## src/hdl/rpsd_pkg.sv

```systemverilog
package rpsd_pkg;

   localparam int unsigned READING_W = 64;
   localparam int unsigned SENSOR_W  = 16;
   localparam int unsigned THRESH_W  = 16;
   localparam int unsigned WEIGHT_W  = 16;
   localparam int unsigned SCORE_W   = 32;

   localparam logic [THRESH_W-1:0] THRESH_RESET = 16'd100;
   localparam logic [WEIGHT_W-1:0] WEIGHT_MAX   = 16'hFFFF;
   localparam logic [SCORE_W-1:0]  SCORE_MAX    = 32'hFFFF_FFFF;

   typedef enum logic [0:0] {
      ST_IDLE,
      ST_MERGE
   } state_type;

   typedef struct packed {
      logic               stuck;
      logic               seen_before;
      logic [SCORE_W-1:0] score_now;
   } rsp_type;

endpackage

```

## src/hdl/rpsd_lane.sv

```systemverilog
module rpsd_lane
   import rpsd_pkg::*;
(
   input  logic                 clock,
   input  logic                 accept,
   input  logic                 wr_en,
   input  logic                 cmp_en,
   input  logic [READING_W-1:0] reading,
   output logic                 match
);

   logic [READING_W-1:0] entry_ff;
   logic                 match_ff;

   // compare against the old entry, then overwrite it on the same edge
   always_ff @(posedge clock) begin
      if (accept) begin
         match_ff <= cmp_en && (entry_ff == reading);
         if (wr_en) begin
            entry_ff <= reading;
         end
      end
   end

   assign match = match_ff;

endmodule

```

## src/hdl/rpsd_merge.sv

```systemverilog
module rpsd_merge
   import rpsd_pkg::*;
#(
   parameter int unsigned HISTORY_DEPTH = 16
)
(
   input  logic                     clock,
   input  logic                     reset,
   input  logic                     fire,
   input  logic [HISTORY_DEPTH-1:0] match_vec,
   input  logic [THRESH_W-1:0]      threshold,
   output rsp_type                  rsp
);

   logic [WEIGHT_W-1:0] weight_ff, weight_in;
   logic [SCORE_W-1:0]  score_ff, score_in;
   rsp_type             rsp_ff, rsp_in;

   logic                seen;
   logic                stuck;
   logic [WEIGHT_W-1:0] weight_inc;
   logic [SCORE_W:0]    sum;
   logic [SCORE_W-1:0]  score_add;
   logic [SCORE_W-1:0]  score_pre;

   always_comb begin
      seen       = |match_vec;
      weight_inc = (weight_ff == WEIGHT_MAX) ? weight_ff : weight_ff + 1'b1;
      sum        = {1'b0, score_ff} + (SCORE_W + 1)'(weight_inc);
      score_add  = sum[SCORE_W] ? SCORE_MAX : sum[SCORE_W-1:0];
      score_pre  = seen ? score_add : (score_ff >> 1);
      stuck      = score_pre > SCORE_W'(threshold);
      weight_in  = (stuck || !seen) ? '0 : weight_inc;
      score_in   = stuck ? '0 : score_pre;
      rsp_in.stuck       = stuck;
      rsp_in.seen_before = seen;
      rsp_in.score_now   = score_in;
   end

   always_ff @(posedge clock) begin
      if (reset) begin
         weight_ff <= '0;
         score_ff  <= '0;
      end else if (fire) begin
         weight_ff <= weight_in;
         score_ff  <= score_in;
      end
   end

   always_ff @(posedge clock) begin
      if (fire) begin
         rsp_ff <= rsp_in;
      end
   end

   assign rsp = rsp_ff;

endmodule

```

## src/hdl/repeat_pattern_stuck_detector_unit.sv

```systemverilog
// Repeat-pattern stuck detector.
// req channel: one 64-bit reading of up to four 16-bit sensors per item,
// sensor 0 in the low bits; unused sensor bits are dropped.
// rsp channel: one result per item: stuck flag, seen-before flag and the
// 32-bit score after the update.
// csr port: csr_wr_en with csr_wr_data writes the stuck threshold at once.
// Every history entry has its own lane that compares the new reading with
// the stored one on the accept edge; the merge stage ORs the lane hits and
// updates weight and score in ST_MERGE once the output slot is free.
// The result is registered when the merge fires and held until taken.
// The unit takes a new item only in ST_IDLE, so no item is accepted while
// the merge of the last one is still waiting.
// Reset clears fill count, write pointer, weight, score and the threshold
// (to 100); the history contents stay undefined and are masked by the fill
// count. When the receiver stalls, the result is held and one more item may
// be accepted and compared; its merge waits until the result is taken.
module repeat_pattern_stuck_detector_unit
   import rpsd_pkg::*;
#(
   parameter int unsigned HISTORY_DEPTH = 16,
   parameter int unsigned NUM_SENSORS   = 4
)
(
   input  logic                 clock,
   input  logic                 reset,
   input  logic                 req_valid,
   output logic                 req_ready,
   input  logic [READING_W-1:0] req_sensor_values,
   output logic                 rsp_valid,
   input  logic                 rsp_ready,
   output logic                 rsp_stuck,
   output logic                 rsp_seen_before,
   output logic [SCORE_W-1:0]   rsp_score_now,
   input  logic                 csr_wr_en,
   input  logic [THRESH_W-1:0]  csr_wr_data
);

   localparam int unsigned PTR_W = (HISTORY_DEPTH > 1) ? $clog2(HISTORY_DEPTH) : 1;
   localparam int unsigned CNT_W = $clog2(HISTORY_DEPTH + 1);
   localparam logic [READING_W-1:0] READ_MASK = (NUM_SENSORS >= 4) ? {READING_W{1'b1}} :
      ((64'd1 << (SENSOR_W * NUM_SENSORS)) - 64'd1);

   state_type           state_ff, state_in;
   logic                fire;
   logic                accept;
   logic                rsp_valid_ff, rsp_valid_in;
   logic [THRESH_W-1:0] thresh_ff;
   logic [PTR_W-1:0]    wr_ptr_ff;
   logic [CNT_W-1:0]    filled_ff;
   logic [READING_W-1:0] reading;
   logic [HISTORY_DEPTH-1:0] match_vec;
   rsp_type             rsp;

   assign reading   = req_sensor_values & READ_MASK;
   assign req_ready = (state_ff == ST_IDLE);
   assign accept    = req_valid && req_ready;

   always_comb begin
      state_in = state_ff;
      fire     = 1'b0;
      unique case (state_ff)
         ST_IDLE: begin
            if (req_valid) begin
               state_in = ST_MERGE;
            end
         end
         ST_MERGE: begin
            // hold until the output slot frees up
            if (!rsp_valid_ff || rsp_ready) begin
               fire     = 1'b1;
               state_in = ST_IDLE;
            end
         end
         default: begin
            state_in = ST_IDLE;
         end
      endcase
      rsp_valid_in = fire ? 1'b1 : (rsp_valid_ff && !rsp_ready);
   end

   always_ff @(posedge clock) begin
      if (reset) begin
         state_ff     <= ST_IDLE;
         rsp_valid_ff <= 1'b0;
      end else begin
         state_ff     <= state_in;
         rsp_valid_ff <= rsp_valid_in;
      end
   end

   always_ff @(posedge clock) begin
      if (reset) begin
         thresh_ff <= THRESH_RESET;
      end else if (csr_wr_en) begin
         thresh_ff <= csr_wr_data;
      end
   end

   always_ff @(posedge clock) begin
      if (reset) begin
         wr_ptr_ff <= '0;
         filled_ff <= '0;
      end else if (accept) begin
         wr_ptr_ff <= (wr_ptr_ff == PTR_W'(HISTORY_DEPTH - 1)) ? '0 : wr_ptr_ff + 1'b1;
         if (filled_ff != CNT_W'(HISTORY_DEPTH)) begin
            filled_ff <= filled_ff + 1'b1;
         end
      end
   end

   for (genvar i = 0; i < HISTORY_DEPTH; i++) begin : g_lane
      rpsd_lane u_lane (
         .clock   (clock),
         .accept  (accept),
         .wr_en   (wr_ptr_ff == PTR_W'(i)),
         .cmp_en  (CNT_W'(i) < filled_ff),
         .reading (reading),
         .match   (match_vec[i])
      );
   end

   rpsd_merge #(
      .HISTORY_DEPTH (HISTORY_DEPTH)
   ) u_merge (
      .clock     (clock),
      .reset     (reset),
      .fire      (fire),
      .match_vec (match_vec),
      .threshold (thresh_ff),
      .rsp       (rsp)
   );

   assign rsp_valid       = rsp_valid_ff;
   assign rsp_stuck       = rsp.stuck;
   assign rsp_seen_before = rsp.seen_before;
   assign rsp_score_now   = rsp.score_now;

`ifndef SYNTH
   a_accept_to_merge: assert property (@(posedge clock) disable iff (reset)
      accept |=> state_ff == ST_MERGE)
      else $error("accepted item did not enter merge");

   a_fill_bound: assert property (@(posedge clock) disable iff (reset)
      filled_ff <= CNT_W'(HISTORY_DEPTH))
      else $error("fill count beyond history depth");

   a_ptr_tracks_fill: assert property (@(posedge clock) disable iff (reset)
      filled_ff != CNT_W'(HISTORY_DEPTH) |-> CNT_W'(wr_ptr_ff) == filled_ff)
      else $error("write pointer out of step with fill count");

   a_stuck_clears_score: assert property (@(posedge clock) disable iff (reset)
      rsp_valid_ff && rsp.stuck |-> rsp.score_now == '0)
      else $error("stuck result with nonzero score");
`endif

endmodule

```

## config.mk

```make
export PLATFORM = sky130hd
export DESIGN_NAME = repeat_pattern_stuck_detector_unit
export DESIGN_NICKNAME = d
export VERILOG_FILES = /design/src/hdl/rpsd_pkg.sv /design/src/hdl/rpsd_lane.sv /design/src/hdl/rpsd_merge.sv /design/src/hdl/repeat_pattern_stuck_detector_unit.sv
export SDC_FILE = /design/constraint.sdc
export NUM_CORES = 2
export LEC_CHECK = 0
export ABC_AREA = 1
export BUFFER_PORTS_ARGS = -buffer_cell sky130_fd_sc_hd__buf_2
export CORE_MARGIN = 2
export CORE_UTILIZATION = 45
export CTS_CLUSTER_SIZE = 30
export DETAILED_ROUTE_END_ITERATION = 12
export PLACE_DENSITY_LB_ADDON = 0.12
export SYNTH_ARGS = -nofsm -noshare
export SYNTH_HDL_FRONTEND = slang
export SYNTH_SLANG_ARGS = --single-unit
```

## constraint.sdc

```tcl
create_clock -name clock -period 5.67 [get_ports clock]
set_input_delay 0.567 -clock clock [delete_from_list [all_inputs] [get_ports clock]]
set_output_delay 0.567 -clock clock [all_outputs]
set_load 0.02 [all_outputs]
```

# Word-level counts from Yosys, hierarchy flattened
# Index checks and enable logic that the tools add are counted.
# totals
reg_bits	1149
in_bits	85
output_inout_bits	36
elab_cells	151
# classes
addsub	4
n_lt_le_gt_ge	17
n_eq_ne	33
muxes	12
n_bitwise	1
reduce_logical	42
# op_table
op	n
$eq A64 B64 Y1	16
$mux W32	3
$lt A4 B5 Y1 const A	8
$reduce_and A2 Y1	17
$add A32 B16 Y33	1
$eq A4 B4 Y1 const B	8
$gt A32 B16 Y1	1
$mux W16	2
$lt A3 B5 Y1 const A	4
$logic_and A1 B1 Y1	18
$add A16 B1 Y16 const B	1
$eq A16 B16 Y1 const B	1
$eq A4 B3 Y1 const B	4
$reduce_or A16 Y1	1
$lt A1 B5 Y1 const A	2
$lt A2 B5 Y1 const A	2
$eq A4 B2 Y1 const B	2
$add A5 B1 Y5 const B	1
$mux W1	5
$ne A5 B5 Y1 const B	1
$add A4 B1 Y4 const B	1
$eq A4 B1 Y1 const B	1
$logic_not A4 Y1	1
$mux W4	1
other kinds (4)	7

# Logic depth before layout (Yosys ltp)
# depth
depth_word	8
mapped_depth	43
depth_no_buf	41

# Cells and area by module
# A second synthesis with hierarchy kept.
# unflattened
cells_unflattened	6421
area_unflattened_um2	56845.8
# modules_own_cells
mod	instances	cells_per_inst	area_per_inst_um2
rpsd_lane	16	334	3105.5
rpsd_merge	1	875	5796.8
repeat_pattern_stuck_detector_unit	1	202	1361.3

# Worst setup path before layout
# No wires, ideal clock.
# synth_path
path_kind	input to register
from	in req_valid
to	reg g_lane[11].u_lane.entry_ff[0] (enable)
setup_time_ps	486
t_arrival_ps	4656
t_required_ps	5184
setup_slack_ps	527
cell_stages	6
path_buffers	0
cell_sequence	inv_1 -> nor2_1 -> inv_1 -> nor2_1 -> nand2_1 -> nor2_1
# synth_between
elab_chain_len	2
# synth_lines
item	line_no	source
from (decl)	repeat_pattern_stuck_detector_unit.sv:26	input logic req_valid,
$logic_and A1 B1 Y1	repeat_pattern_stuck_detector_unit.sv:56	assign accept = req_valid && req_ready;
net accept	repeat_pattern_stuck_detector_unit.sv:45	logic accept;
$reduce_and A2 Y1 (no line)	--	
to (signal assigned)	rpsd_lane.sv:20	entry_ff <= reading;
to (decl)	rpsd_lane.sv:12	logic [READING_W-1:0] entry_ff;
# The timed path passes the listed nets, and every way through them passes these cells.
# A chain may end at the register's enable or synchronous reset.

# Worst setup path after layout
# layout_path
from	reg u_merge.weight_ff[12]
to	reg u_merge.score_ff[9]
# layout_between
elab_chain_len	7
# layout_lines
item	line_no	source
from (decl)	rpsd_merge.sv:15	logic [WEIGHT_W-1:0] weight_ff, weight_in;
from (signal assigned)	rpsd_merge.sv:45	weight_ff <= weight_in;
$add A16 B1 Y16 or $eq A16 B16 Y1 (tied branches)	rpsd_merge.sv:28	weight_inc = (weight_ff == WEIGHT_MAX) ? weight_ff : weight_ff + 1'b1;
$mux W16 *	rpsd_merge.sv:28	
$add A32 B16 Y33 *	rpsd_merge.sv:29	sum = {1'b0, score_ff} + (SCORE_W + 1)'(weight_inc);
$mux W32 *	rpsd_merge.sv:30	score_add = sum[SCORE_W] ? SCORE_MAX : sum[SCORE_W-1:0];
$mux W32 *	rpsd_merge.sv:31	score_pre = seen ? score_add : (score_ff >> 1);
$gt A32 B16 Y1	rpsd_merge.sv:32	stuck = score_pre > SCORE_W'(threshold);
$mux W32 *	rpsd_merge.sv:34	score_in = stuck ? '0 : score_pre;
net u_merge.score_in[9]	rpsd_merge.sv:16	logic [SCORE_W-1:0] score_ff, score_in;
to (signal assigned)	rpsd_merge.sv:46	score_ff <= score_in;
to (decl)	rpsd_merge.sv:16	
# The timed path passes the listed nets; every way through them passes the cells marked *.

==> key figures <==
Outcome
  • Status: complete, no violations

Drt
  • DRT Wirelength: 189000 um
  • DRC viols: 0
  • Via density: 5.93
  • First-iteration detailed-routing DRC count: 5244
  • Routed Antenna Nets: 0
  • Vias: 35600
  • DR pass1 iterations: 5
  • Wire per inst: 31.5 um

Floorplan
  • FP Rows: 123
  • Die X: 340 um
  • I/O pin cnt: 121
  • Starting Density: 0.452
  • Die Area: 115000 um2
  • Die H: 340 um
  • Total core area: 112000 um2

Timing
  • Final cycle utilization of the critical path: 0.906
  • Final Slew Violations: 0
  • Maximum clock frequency: 195 MHz
  • Worst Max-Slew Pin Slew: 1.31 ns
  • Final setup viols: 0
  • Clock Skew: 0.0398 ns
  • Rel. slew slack: 0.128
  • Min Tclk post-route: 5.14 ns
  • Final Hold Vio Count: 0
  • WHS: 0.0999 ns

Finish
  • Non-Filler Instances: 5994
  • Layout cell share with drive strength beyond 1: 0.142
  • Final core utilization: 0.517
  • Final layout net count: 4523
  • Area Growth Syn to Fin: 14.4%
  • Layout fillers: 9701
  • # diodes: 0

Setup path
  • Worst EP required: 6.31 ns
  • Peak per-stage delay on the critical path: 0.47 ns
  • CP max-delay cell: nor4_1
  • Max FO, Critical Path: 14
  • Worst setup path startpoint: u_merge.weight_ff[12]
  • Worst path most repeated cell: nand2_1
  • Crit end category: flip-flop
  • FF-to-FF Start: u_merge.weight_ff[12]
  • Type of the worst setup path: reg -> reg
  • Worst path arrival time: 5.78 ns
  • Critical Path Start Type: flip-flop

Logic synthesis
  • Fraction of registers with async set/reset: 0
  • Synth warn: 0
  • Post-synth top area cell: edfxtp_1
  • Commonest cells post-synth: edfxtp_1, nand2_1, xnor2_1
  • Number of flops mapped to enable cells by yosys: 1074
  • Top cells by area, synth: edfxtp_1, xnor2_1, nand2_1, dfxtp_1, xor2_1
  • Number of synthesized register bits: 1149
  • Most frequent cell after synthesis: edfxtp_1
  • Synth Flop Type: edfxtp_1
  • Synth unique cells: 58
  • Syn avg cell area: 12.3 um2
  • Sequential share of the synthesized area: 0.665
  • Mapped Cells: 4112
  • Synth top area share: 0.635
  • Synthesized area: 50800 um2

Clock tree
  • Clk sinks: 1149
  • CTS Buf Count: 121
  • Clk Latency, worst-skew pair: 0.73 ns
  • Hold_buf cts: 0
  • H-Tree Depth: 3
  • Maximum clock path buffer count: 3
  • Clk slew on worst S/H paths: 0.06 ns
  • Clock root buffer master: clkbuf_16
  • TritonCTS clock tree: done

Placement
  • I/O Buffers: 120
  • Placed cell count: 5772
  • Detailed placer's ending HPWL: 128000 um
  • Gpl congestion: 0.968

Power
  • Max IR drop VDD: 0.259 mV
  • Switching power of the nets: 4.48 mW
  • Internal: 14.1 mW
  • PwrDens: 319 nW/um2
  • Sequential share of power: 0.509
  • Pleak: 20.0 nW
  • Clock group share of total power: 0.413
  • Net Sw Frac: 0.242
  • Comb pwr share: 0.077

Hold path
  • Hold WC Path Type: in -> reg
  • Hold_sp: csr_wr_data[6]

GRT
  • Initial antenna violation count: 19
  • Met1 usage: 0.448
  • Met3 Use GR: 0.0448
  • Largest net degree at the start of global routing: 65
  • Total GRT Usage: 0.323
  • First-pass GRT wire length: 259000 um
  • Met2 usage: 0.516
  • Vias in the first global route: 32900
  • Global route hottest layer: met2
  • Overflow after GRT: 0

Flow run
  • Max cap viols: 0
[kinds of logic after synthesis]
kind of cell	after synthesis	share of synthesized area
simple gates	1469	0.138
flops	1149	0.665
compound gates	528	0.0678
xor+xnor	507	0.0875
buf+inv	418	0.0317
fa+ha+maj	40	0.0100
other cells	1	0.0000739
[final timing paths]
| kind | to | slack [ns] | cells after the start |
|---|---|---|---|
| max | u_merge.score_ff[9] | 0.53 | 33 |
| min reg2reg | rsp_valid | 0.48 | 2 |
| min | thresh_ff[6] | 0.1 | 3 |
| max reg2reg | u_merge.score_ff[9] | 0.53 | 33 |
[cell usage in the layout (no fill, tap or decap), types with 8 or more instances in the layout]
| master | count |
|---|---|
| dfxtp_1 | 74 |
| xor2_1 | 140 |
| nand4_1 | 133 |
| clkbuf_16 | 122 |
| clkinv_1 | 49 |
| or2_2 | 106 |
| xnor2_1 | 367 |
| o21ai_0 | 172 |
| nor4_1 | 114 |
| or4_1 | 8 |
| conb_1 | 16 |
| a221oi_1 | 46 |
| nand2_2 | 8 |
| o221ai_1 | 9 |
| a21oi_1 | 61 |
| inv_1 | 240 |
| nor3_1 | 22 |
| nand2_1 | 659 |
| nor2_1 | 241 |
| clkinv_2 | 20 |
| edfxtp_1 | 1074 |
| ha_1 | 36 |
| buf_2 | 120 |
| clkbuf_1 | 31 |
| buf_4 | 173 |
| bufinv_16 | 8 |
| nor4b_1 | 43 |
| a221o_1 | 12 |
| nor2_4 | 26 |
| o211ai_1 | 13 |
| nand3_1 | 76 |
| a22o_1 | 72 |
| o22ai_1 | 101 |
[worst max-delay path: cells and delay by family (launching register included)]
family | cells | cell delay (ns)
adder cells (fa/ha/maj) | 3 | 0.88
XOR/XNOR | 1 | 0.22
AND/OR/NAND/NOR | 19 | 2.58
buffers and inverters | 6 | 0.54
flip-flops | 1 | 0.37
AO/OA/AOI/OAI | 4 | 0.49
[per-layer routing]
metal,vias to the layer above,wire length [um]
met4,2,8370
met2,1974,86200
li1,15400,-
met3,328,17700
met5,-,12
met1,17900,76200
[area by class of cell]
class                           instances  area, um2  area share
Clock buffer                          153       3170      0.0546
Clock inverter                         66        556     0.00957
Inverter                              268       1010      0.0174
Multi-Input combinational cell       2561      15700       0.271
Sequential cell                      1149      33800       0.582
Tap cell                             1500       1880      0.0323
Timing Repair Buffer                  297       1970      0.0340
[what timing repair did]
action                                  4_1_cts  5_1_grt
resized for setup                             0       30
buffers inserted                              0        2
endpoints found under the setup margin        0       49
[stage by stage]
step | TNS (ns) | cell area (um2) | worst slack [ns] | power [mW]
after floorplan | 0 | 50800 | 0.527 | 10.2
after global placement | 0 | 54200 | 0.301 | 11.0
after detailed placement | 0 | 54200 | 0.194 | 11.0
after CTS | 0 | 57900 | 0.126 | 18.6
after global routing | -0.0203 | 58000 | -0.0173 | 19.0
final | 0 | 58000 | 0.532 | 18.5
[power groups by stage]
stage / Sequential, mW / Combinational (mW) / Clock, mW
2_1_floorplan: 9.63 / 0.608 / 0
3_3_place_gp: 9.62 / 1.39 / 0
3_5_place_dp: 9.62 / 1.40 / 0
4_1_cts: 9.44 / 1.40 / 7.73
5_1_grt: 9.45 / 1.48 / 8.05
6_report: 9.44 / 1.43 / 7.66
[state kept, by name, indices dropped and copies added (netlist names)]
name,flops
g_lane.u_lane.entry_ff,1024
u_merge.rsp,34
u_merge.score_ff,32
g_lane.u_lane.match,16
thresh_ff,16
u_merge.weight_ff,16
filled_ff,5
wr_ptr_ff,4
rsp_valid,1
state_ff,1
(Power assumes the default switching activity.)
